File: config.mk
export PLATFORM = sky130hd
export DESIGN_NAME = rgb565_rect_overlay
export DESIGN_NICKNAME = d
export VERILOG_FILES = /design/src/rtl/rro_pkg.sv /design/src/rtl/rgb565_rect_overlay.sv
export SDC_FILE = /design/constraint.sdc
export NUM_CORES = 1
export LEC_CHECK = 0
export BUFFER_PORTS_ARGS = -buffer_cell sky130_fd_sc_hd__clkbuf_2
export CORE_MARGIN = 10
export CORE_UTILIZATION = 58
export DETAILED_ROUTE_END_ITERATION = 7
export GPL_ROUTABILITY_DRIVEN = 0
export GPL_TIMING_DRIVEN = 0
export PLACE_DENSITY_LB_ADDON = 0.1
export SLEW_MARGIN = 20
export SYNTH_ARGS = -nofsm -noshare
export SYNTH_HDL_FRONTEND = slang
export SYNTH_SLANG_ARGS = --single-unit
File: constraint.sdc
create_clock -name clk -period 8.6 [get_ports clk]
set_clock_uncertainty 0.2 [all_clocks]
set_input_delay 1.72 -clock clk [delete_from_list [all_inputs] [get_ports clk]]
set_output_delay 1.72 -clock clk [all_outputs]
set_load 0.05 [all_outputs]
File: src/rtl/rro_pkg.sv
`timescale 1ns / 1ps

package rro_pkg;

	typedef logic [2:0] reg_idx_t;

	localparam reg_idx_t REG_RECT_LEFT   = 3'd0;
	localparam reg_idx_t REG_RECT_TOP    = 3'd1;
	localparam reg_idx_t REG_RECT_WIDTH  = 3'd2;
	localparam reg_idx_t REG_RECT_HEIGHT = 3'd3;
	localparam reg_idx_t REG_DRAW_MODE   = 3'd4;
	localparam reg_idx_t REG_PERCENT     = 3'd5;
	localparam reg_idx_t REG_FILL_COLOR  = 3'd6;

	typedef logic [2:0] mode_t;

	localparam mode_t MODE_PASS      = 3'd0;
	localparam mode_t MODE_FILL      = 3'd1;
	localparam mode_t MODE_DARKEN    = 3'd2;
	localparam mode_t MODE_LIGHTEN   = 3'd3;
	localparam mode_t MODE_INVERT    = 3'd4;
	localparam mode_t MODE_INV_LIGHT = 3'd5;

	typedef enum logic [2:0] {
		OP_PASS,
		OP_FILL,
		OP_DARK,
		OP_LIGHT,
		OP_INV
	} op_t;

	localparam logic [6:0]  PCT_MAX       = 7'd100;
	localparam logic [7:0]  CH_MAX        = 8'd255;
	// mean of three channels above 127 <=> channel sum >= 3 * 128
	localparam logic [9:0]  MEAN_SUM_THR  = 10'd384;
	// x / 100 == (x * 5243) >> 19 for x < 43690
	localparam logic [12:0] RECIP_100     = 13'd5243;
	localparam int          RECIP_SHIFT   = 19;

endpackage

File: src/rtl/rgb565_rect_overlay.sv
`timescale 1ns / 1ps

// Throughput: one pixel per cycle; three register stages, each holds only while the next is full.
// The per-channel multiply and the divide-by-100 reciprocal multiply sit in separate stages.
// Reset (arst_n low, asynchronous): counters to 0, pipeline empty, registers to
// their reset values (percent 100, all others 0).
module rgb565_rect_overlay
	import rro_pkg::*;
#(
	parameter int FRAME_WIDTH  = 160,
	parameter int FRAME_HEIGHT = 120
) (
	input  logic        clk,
	input  logic        arst_n,
	input  logic        s_axis_tvalid,
	output logic        s_axis_tready,
	input  logic [15:0] s_axis_tdata,   // [15:0] pixel_in
	input  logic        s_axis_tuser,   // [0] frame_start
	output logic        m_axis_tvalid,
	input  logic        m_axis_tready,
	output logic [15:0] m_axis_tdata,   // [15:0] pixel_out
	input  logic        cfg_we,
	input  logic [2:0]  cfg_index,
	input  logic [15:0] cfg_wdata
);

	localparam int CW = (FRAME_WIDTH  > 1) ? $clog2(FRAME_WIDTH)  : 1;
	localparam int RW = (FRAME_HEIGHT > 1) ? $clog2(FRAME_HEIGHT) : 1;
	localparam logic [10:0] FW = 11'(FRAME_WIDTH);
	localparam logic [10:0] FH = 11'(FRAME_HEIGHT);
	localparam logic [CW-1:0] COL_LAST = CW'(FRAME_WIDTH - 1);
	localparam logic [RW-1:0] ROW_LAST = RW'(FRAME_HEIGHT - 1);

	function automatic logic in_span(input logic [10:0] pos, input logic [10:0] start,
			input logic [10:0] len, input logic [10:0] limit);
		logic [10:0] stop;
		stop = start + len;
		if (stop > limit)
			stop = limit;
		return (start < limit) && (pos >= start) && (pos < stop);
	endfunction

	// configuration
	logic [7:0]  rect_left_q;
	logic [6:0]  rect_top_q;
	logic [7:0]  rect_width_q;
	logic [6:0]  rect_height_q;
	mode_t       draw_mode_q;
	logic [6:0]  percent_q;
	logic [15:0] fill_q;   // kept byte-swapped

	always_ff @(posedge clk or negedge arst_n) begin
		if (!arst_n) begin
			rect_left_q   <= '0;
			rect_top_q    <= '0;
			rect_width_q  <= '0;
			rect_height_q <= '0;
			draw_mode_q   <= MODE_PASS;
			percent_q     <= PCT_MAX;
			fill_q        <= '0;
		end else if (cfg_we) begin
			unique case (cfg_index)
				REG_RECT_LEFT:   rect_left_q   <= cfg_wdata[7:0];
				REG_RECT_TOP:    rect_top_q    <= cfg_wdata[6:0];
				REG_RECT_WIDTH:  rect_width_q  <= cfg_wdata[7:0];
				REG_RECT_HEIGHT: rect_height_q <= cfg_wdata[6:0];
				REG_DRAW_MODE:   draw_mode_q   <= cfg_wdata[2:0];
				REG_PERCENT:     percent_q     <= cfg_wdata[6:0];
				REG_FILL_COLOR:  fill_q        <= {cfg_wdata[7:0], cfg_wdata[15:8]};
				default: ;
			endcase
		end
	end

	// pipeline flow control
	logic v1_q, v2_q, vo_q;
	logic rdy1, rdy2, rdy_o, accept;

	assign rdy_o         = !vo_q || m_axis_tready;
	assign rdy2          = !v2_q || rdy_o;
	assign rdy1          = !v1_q || rdy2;
	assign s_axis_tready = rdy1;
	assign accept        = s_axis_tvalid && rdy1;
	assign m_axis_tvalid = vo_q;

	always_ff @(posedge clk or negedge arst_n) begin
		if (!arst_n) begin
			v1_q <= 1'b0;
			v2_q <= 1'b0;
			vo_q <= 1'b0;
		end else begin
			if (rdy1)
				v1_q <= s_axis_tvalid;
			if (rdy2)
				v2_q <= v1_q;
			if (rdy_o)
				vo_q <= v2_q;
		end
	end

	// position counters
	logic [CW-1:0] col_q, col_pos;
	logic [RW-1:0] row_q, row_pos;
	logic          hit;

	assign col_pos = s_axis_tuser ? '0 : col_q;
	assign row_pos = s_axis_tuser ? '0 : row_q;
	assign hit = in_span(11'(col_pos), {3'b0, rect_left_q}, {3'b0, rect_width_q}, FW) &&
		in_span(11'(row_pos), {4'b0, rect_top_q}, {4'b0, rect_height_q}, FH);

	always_ff @(posedge clk or negedge arst_n) begin
		if (!arst_n) begin
			col_q <= '0;
			row_q <= '0;
		end else if (accept) begin
			if (col_pos == COL_LAST) begin
				col_q <= '0;
				row_q <= (row_pos == ROW_LAST) ? '0 : row_pos + 1'b1;
			end else begin
				col_q <= col_pos + 1'b1;
				row_q <= row_pos;
			end
		end
	end

	// stage 1: input register
	logic [15:0] px_s1;
	logic        hit_s1;

	always_ff @(posedge clk) begin
		if (rdy1) begin
			px_s1  <= s_axis_tdata;
			hit_s1 <= hit;
		end
	end

	// stage 1 -> 2: unpack, pick operation, channel products
	logic [15:0] plain;
	logic [7:0]  ch [3];
	logic [9:0]  ch_sum;
	logic [6:0]  pct;
	logic [6:0]  factor;
	op_t         op;
	logic [7:0]  mul_a [3];
	logic [14:0] prod [3];

	always_comb begin
		plain  = {px_s1[7:0], px_s1[15:8]};
		ch[0]  = {plain[15:11], 3'b000};
		ch[1]  = {plain[10:5], 2'b00};
		ch[2]  = {plain[4:0], 3'b000};
		ch_sum = 10'(ch[0]) + 10'(ch[1]) + 10'(ch[2]);
		pct    = (percent_q > PCT_MAX) ? PCT_MAX : percent_q;
		op     = OP_PASS;
		if (hit_s1) begin
			case (draw_mode_q)
				MODE_FILL:      op = OP_FILL;
				MODE_DARKEN:    op = OP_DARK;
				MODE_LIGHTEN:   op = OP_LIGHT;
				MODE_INVERT:    op = OP_INV;
				MODE_INV_LIGHT: op = (ch_sum >= MEAN_SUM_THR) ? OP_DARK : OP_LIGHT;
				default:        op = OP_PASS;
			endcase
		end
		factor = (op == OP_DARK) ? (PCT_MAX - pct) : pct;
		for (int i = 0; i < 3; i++) begin
			mul_a[i] = (op == OP_DARK) ? ch[i] : (CH_MAX - ch[i]);
			prod[i]  = 15'(mul_a[i] * factor);
		end
	end

	logic [15:0] px_s2;
	op_t         op_s2;
	logic [7:0]  ch_s2   [3];
	logic [14:0] prod_s2 [3];

	always_ff @(posedge clk) begin
		if (rdy2) begin
			px_s2 <= px_s1;
			op_s2 <= op;
			for (int i = 0; i < 3; i++) begin
				ch_s2[i]   <= ch[i];
				prod_s2[i] <= prod[i];
			end
		end
	end

	// stage 2 -> output: divide by 100, combine, repack
	logic [27:0] scaled [3];
	logic [7:0]  quo    [3];
	logic [8:0]  lsum   [3];
	logic [7:0]  res    [3];
	logic [15:0] packed_px;
	logic [15:0] result;

	always_comb begin
		for (int i = 0; i < 3; i++) begin
			scaled[i] = 28'(prod_s2[i] * RECIP_100);
			quo[i]    = scaled[i][RECIP_SHIFT +: 8];
			lsum[i]   = 9'(ch_s2[i]) + 9'(quo[i]);
			case (op_s2)
				OP_DARK:  res[i] = quo[i];
				OP_LIGHT: res[i] = lsum[i][8] ? CH_MAX : lsum[i][7:0];
				default:  res[i] = ~ch_s2[i];
			endcase
		end
		packed_px = {res[0][7:3], res[1][7:2], res[2][7:3]};
		case (op_s2)
			OP_PASS: result = px_s2;
			OP_FILL: result = fill_q;
			default: result = {packed_px[7:0], packed_px[15:8]};
		endcase
	end

	logic [15:0] out_q;

	always_ff @(posedge clk) begin
		if (rdy_o)
			out_q <= result;
	end

	assign m_axis_tdata = out_q;

endmodule
==> reports/results.ini, run 1 <==
[cts]
ctsHoldBuffers = 0
htreeDepth = 4
cts_tree = built
clk_path_buf_depth = 2
numCtsBuffers = 17
clock_latency_ps = 440
clk_pin_slew_worst_paths_ps = 70
cts-root-buf = clkbuf_16
cts_setup_buffers = 0
cts.sinks = 166
cts_resized = 0

[outcome]
status = finished, final reports clean

[cells_and_area]
final_cell_mix = inv_1 (494), ha_1 (446), fa_1 (299), nor2_1 (139), edfxtp_1 (92)
drive_above_1_share_pct = 8.07
multi_input_area_mm2 = 0.0172
syn2layout_area_growth_pct = 6.80
fillCellCount = 3435
nNetsFinal = 3201
antenna_cells = 0
final_common_cell = inv_1
design_area_mm2 = 0.0255
layout.area.seq_mm2 = 0.00462

[logic_synthesis]
syn_nets = 3120
syn_area_per_cell_um2 = 10.2
syn_inst = 2334
synth_edf_count = 92
yosysWarnings = 0
syn_area_mm2 = 0.0238
synth-seq-cells = 166
ys.flop_type = edfxtp_1
synthArstFlopShare_pct = 44.6
synth_cell_types = 83
seq_area_frac_synth_pct = 19.4

[sta]
timing.final.crit_share_pct = 93.9
hold_viol = 0
finalCriticalPeriod_ps = 8080
worst_pin_slew_ps = 944
slew_headroom_pct = 37.0
fmax_ghz = 0.124
rsz0062_at_grt = false
finalSetupTns_ps = 0
drv_slew = 0
finalWorstSetupSlack_ps = 523
setup-violations-final = 0

[grt]
overflow = 0
grt_pass1_vias = 17400
grt_max_degree = 51
grt_first_pass_wirelength_um = 89700
antenna_found_initial = 2
gr-usage-all-layers_pct = 22.3

[routing]
vias = 16400
firstDrtPassIters = 5
remaining_drc_errors = 0
ant_nets = 0
wl_um = 53800
wl_per_cell_um = 18.2
viasPerCell = 5.55
drt_iter0_drc = 924

[place]
hpwlAfterDp_um = 45800
placed_area_mm2 = 0.0249
portBuffers = 56
place_ws_ps = 553

[floorplanning]
pin_count = 59
core_area_mm2 = 0.0407
die_w_um = 223
start_util_pct = 58.5
fp.dieArea_mm2 = 0.0496
rows = 74
die_h_um = 223

[worst_hold_path]
min_path_type = reg -> reg
min_path_cells = 1

[run]
drv_cap = 0

[setup_path]
critPathKind = reg -> reg
cp-end-kind = register
r2r_cells = 27
cp-start-kind = register
arrival_ps = 8030
cp_max_fo = 10
required_ps = 8550

-- cell usage after synthesis (7+ instances only) --
library cell / n / share of area (%)
a21oi_1: 79 / 1.7
nand2b_1: 36 / 0.94
mux2i_1: 10 / 0.42
nand2_1: 90 / 1.4
nand4_1: 17 / 0.45
ha_1: 446 / 23
a21o_1: 23 / 0.72
nor3_1: 30 / 0.63
nand3_1: 29 / 0.61
a31oi_1: 9 / 0.24
dfrtp_1: 71 / 7.5
and2_1: 11 / 0.29
o211ai_1: 12 / 0.38
mux2_2: 41 / 1.9
inv_1: 494 / 7.8
o21ai_0: 75 / 1.6
clkbuf_1: 21 / 0.33
a211oi_1: 7 / 0.22
xor2_1: 26 / 0.95
or2_2: 23 / 0.60
o21a_1: 15 / 0.47
fa_1: 299 / 25
xnor2_1: 67 / 2.5
nor2b_1: 39 / 1.0
nor2_1: 139 / 2.2
edfxtp_1: 92 / 12
o31ai_1: 10 / 0.31
-- critical path: stages, from the launching register on --
cell      delay, ps
edfxtp_1        910
inv_1           460
fa_1            570
inv_1            70
ha_1            160
inv_1            80
fa_1            530
inv_1            40
ha_1            270
inv_1            50
fa_1            520
inv_1            40
ha_1            260
nor3_1           60
or4_1           490
o31ai_2         390
o21a_1          190
nor2_1           60
xnor2_1         630
ha_1            370
a21o_1          150
a21oi_1         260
nand3_1         120
o21a_1          120
o311ai_0        290
o21ai_0         150
o21ai_0         180
nand3_1         160
-- per-stage QoR --
step	hold WS [ps]	instances	util, %
finish	271	2960	62.5
global route	273	2960	62.5
CTS	264	2960	62.5
detailed placement	252	2928	61.1
global placement	241	2922	60.9
floorplan	226	2334	-
-- routing by layer --
metal,GRT usage [%],vias to the layer above,routed length (um),share of wire (%)
met2,37.8,338,26000,48
met5,0,-,0,0
met4,4.86,0,995,1.8
met3,3.60,60,2710,5.0
li1,-,7836,-,-
met1,29.5,8193,24100,45
-- final timing paths --
path	startpoint	endpoint	slack [ps]
max reg2reg	prod_s2[0][31]	m_axis_tdata[7]	520
min reg2reg	v1_q	v2_q	270
min	v1_q	v2_q	270
min in group asynchronous	arst_n	row_q[1]	1010
max	prod_s2[0][31]	m_axis_tdata[7]	520
max in group asynchronous	arst_n	percent_q[2]	6530
-- cells by family (layout without fill, tap and decap cells) --
kind of cell / Yosys count / count (layout) / share of synthesized area [%]
adders and majority gates: 745 / 745 / 48.5
and+or+nand+nor: 447 / 447 / 9.15
DFF: 166 / 166 / 19.4
buffers and inverters: 526 / 620 / 8.41
AOI/OAI and AO/OA: 299 / 299 / 8.32
xor gates and xnor gates: 100 / 100 / 3.89
muxes: 51 / 51 / 2.36
-- layout make-up --
class | instances | area share, %
Buffer | 31 | 0.580
Multi-Input combinational cell | 1642 | 67.6
Clock buffer | 17 | 1.67
Inverter | 495 | 7.30
Timing Repair Buffer | 62 | 1.47
Tap cell | 532 | 2.61
Sequential cell | 166 | 18.1
Clock inverter | 15 | 0.594
-- registers in the layout, indices dropped and copies added, names as in the netlist --
name	count
v1_q	1
rect_left_q	8
v2_q	1
op_s2	3
px_s2	15
ch_s2	1
m_axis_tvalid	1
percent_q	7
m_axis_tdata	16
row_q	7
px_s1	16
hit_s1	1
rect_height_q	7
rect_width_q	8
draw_mode_q	3
col_q	8
rect_top_q	7
fill_q	16
prod_s2	40
Power of run 1 is not shown: default switching activity piles up to over one toggle a cycle in this logic, so the estimate is an artifact.
==> run 2, diff against run 1 <==
--- a/config.mk
+++ b/config.mk
@@ -7,7 +7,7 @@
 export LEC_CHECK = 0
 export BUFFER_PORTS_ARGS = -buffer_cell sky130_fd_sc_hd__clkbuf_2
 export CORE_MARGIN = 10
-export CORE_UTILIZATION = 58
+export CORE_UTILIZATION = 60
 export DETAILED_ROUTE_END_ITERATION = 7
 export GPL_ROUTABILITY_DRIVEN = 0
 export GPL_TIMING_DRIVEN = 0
==> run 2 against run 1 <==
Cell area is essentially flat; worst setup slack gained 61 ps; worst hold slack lost 10 ps; die area shrank 3.0%; critical path type unchanged; largest cell class unchanged.
==> reports/results.ini, run 2 (same netlist as run 1, synthesis figures left out) <==
[setup_path]
critPathKind = reg -> reg
worst-path-buf-inv = 6
cp_max_fo = 10
cp-start-kind = register
cpMostUsedCell = inv_1
cpLargestDelayFamily = adder cells
max_stage_delay_ps = 920
arrival_ps = 7940
required_ps = 8530
crit_slowest_cell = edfxtp_1
cp-end-kind = register

[grt]
grt_max_degree = 51
grt_pass1_vias = 17700
grt_first_pass_wirelength_um = 90000
gr-usage-all-layers_pct = 23.6
overflow = 0
antenna_found_initial = 0

[worst_hold_path]
min_path_type = reg -> reg

[cells_and_area]
antenna_cells = 0
final_common_cell = inv_1
drive_above_1_share_pct = 8.03
syn2layout_area_growth_pct = 6.84
nNetsFinal = 3201
stdcell_count = 2946
regMostFlops = prod_s2
largest_reg_flops = 40
final_cell_mix = inv_1 (494), ha_1 (446), fa_1 (299), nor2_1 (139), edfxtp_1 (92)

[cts]
cts_setup_buffers = 0
ctsHoldBuffers = 0
cts.sinks = 166
cts_resized = 0
clk_path_buf_depth = 2
cts_tree = built
htreeDepth = 4
cts-root-buf = clkbuf_16
clk_pin_slew_worst_paths_ps = 70
numCtsBuffers = 17
clock_latency_ps = 440

[floorplanning]
core_area_mm2 = 0.0390
die_h_um = 219
pin_count = 59
start_util_pct = 61.1
die_w_um = 219
fp.dieArea_mm2 = 0.0481
rows = 72

[sta]
fmax_ghz = 0.125
drv_slew = 0
finalWorstSetupSlack_ps = 584
worst_pin_slew_ps = 964
setup-violations-final = 0
finalSetupTns_ps = 0
rsz0062_at_grt = false
hold_viol = 0
slew_headroom_pct = 35.7
finalCriticalPeriod_ps = 8020
timing.final.crit_share_pct = 93.2

[routing]
viasPerCell = 5.61
wl_um = 53700
drt_iter0_drc = 905
ant_nets = 0
vias = 16500
wl_per_cell_um = 18.2
remaining_drc_errors = 0
firstDrtPassIters = 7

[place]
place_ws_ps = 682
portBuffers = 56
dpl.cell_count = 2914
hpwlAfterDp_um = 45800

[run]
drv_cap = 0

[outcome]
status = finished, final reports clean

## run 2: worst paths after layout
check,from,end,slack (ps),cells past startpoint
max,prod_s2[0][31],m_axis_tdata[3],580,26
min,v1_q,v2_q,260,1
max reg2reg,prod_s2[0][31],m_axis_tdata[3],580,26
min reg2reg,v1_q,v2_q,260,1
max in group asynchronous,arst_n,percent_q[2],6530,2
min in group asynchronous,arst_n,col_q[4],1020,1
## run 2: metrics by stage
stage	util (%)	hold slack, ps	area, um^2
finish	65.3	260	25500
global route	65.3	295	25500
CTS	65.3	260	25500
detailed placement	63.8	249	24900
global placement	63.5	240	24800
floorplan	-	226	23800
## run 2: routing by layer
layer,vias to the layer above,share of wire [%],track usage (%)
li1,7856,-,-
met1,8220,44,31.5
met2,371,48,39.1
met3,83,5.2,3.14
met4,0,2.7,7.68
met5,-,0,0
## run 2: final cells by class
| cell class | instances | area (um^2) |
|---|---|---|
| multi-input cells | 1642 | 17200 |
| clock buffers | 18 | 450 |
| fillers | 3121 | 13500 |
| flip-flops and latches | 166 | 4620 |
| inverters | 495 | 1860 |
| clock inverters | 14 | 154 |
| repair buffers | 62 | 374 |
| well taps | 518 | 648 |
| plain buffers | 31 | 148 |
Power of run 2 is left out for the same reason.
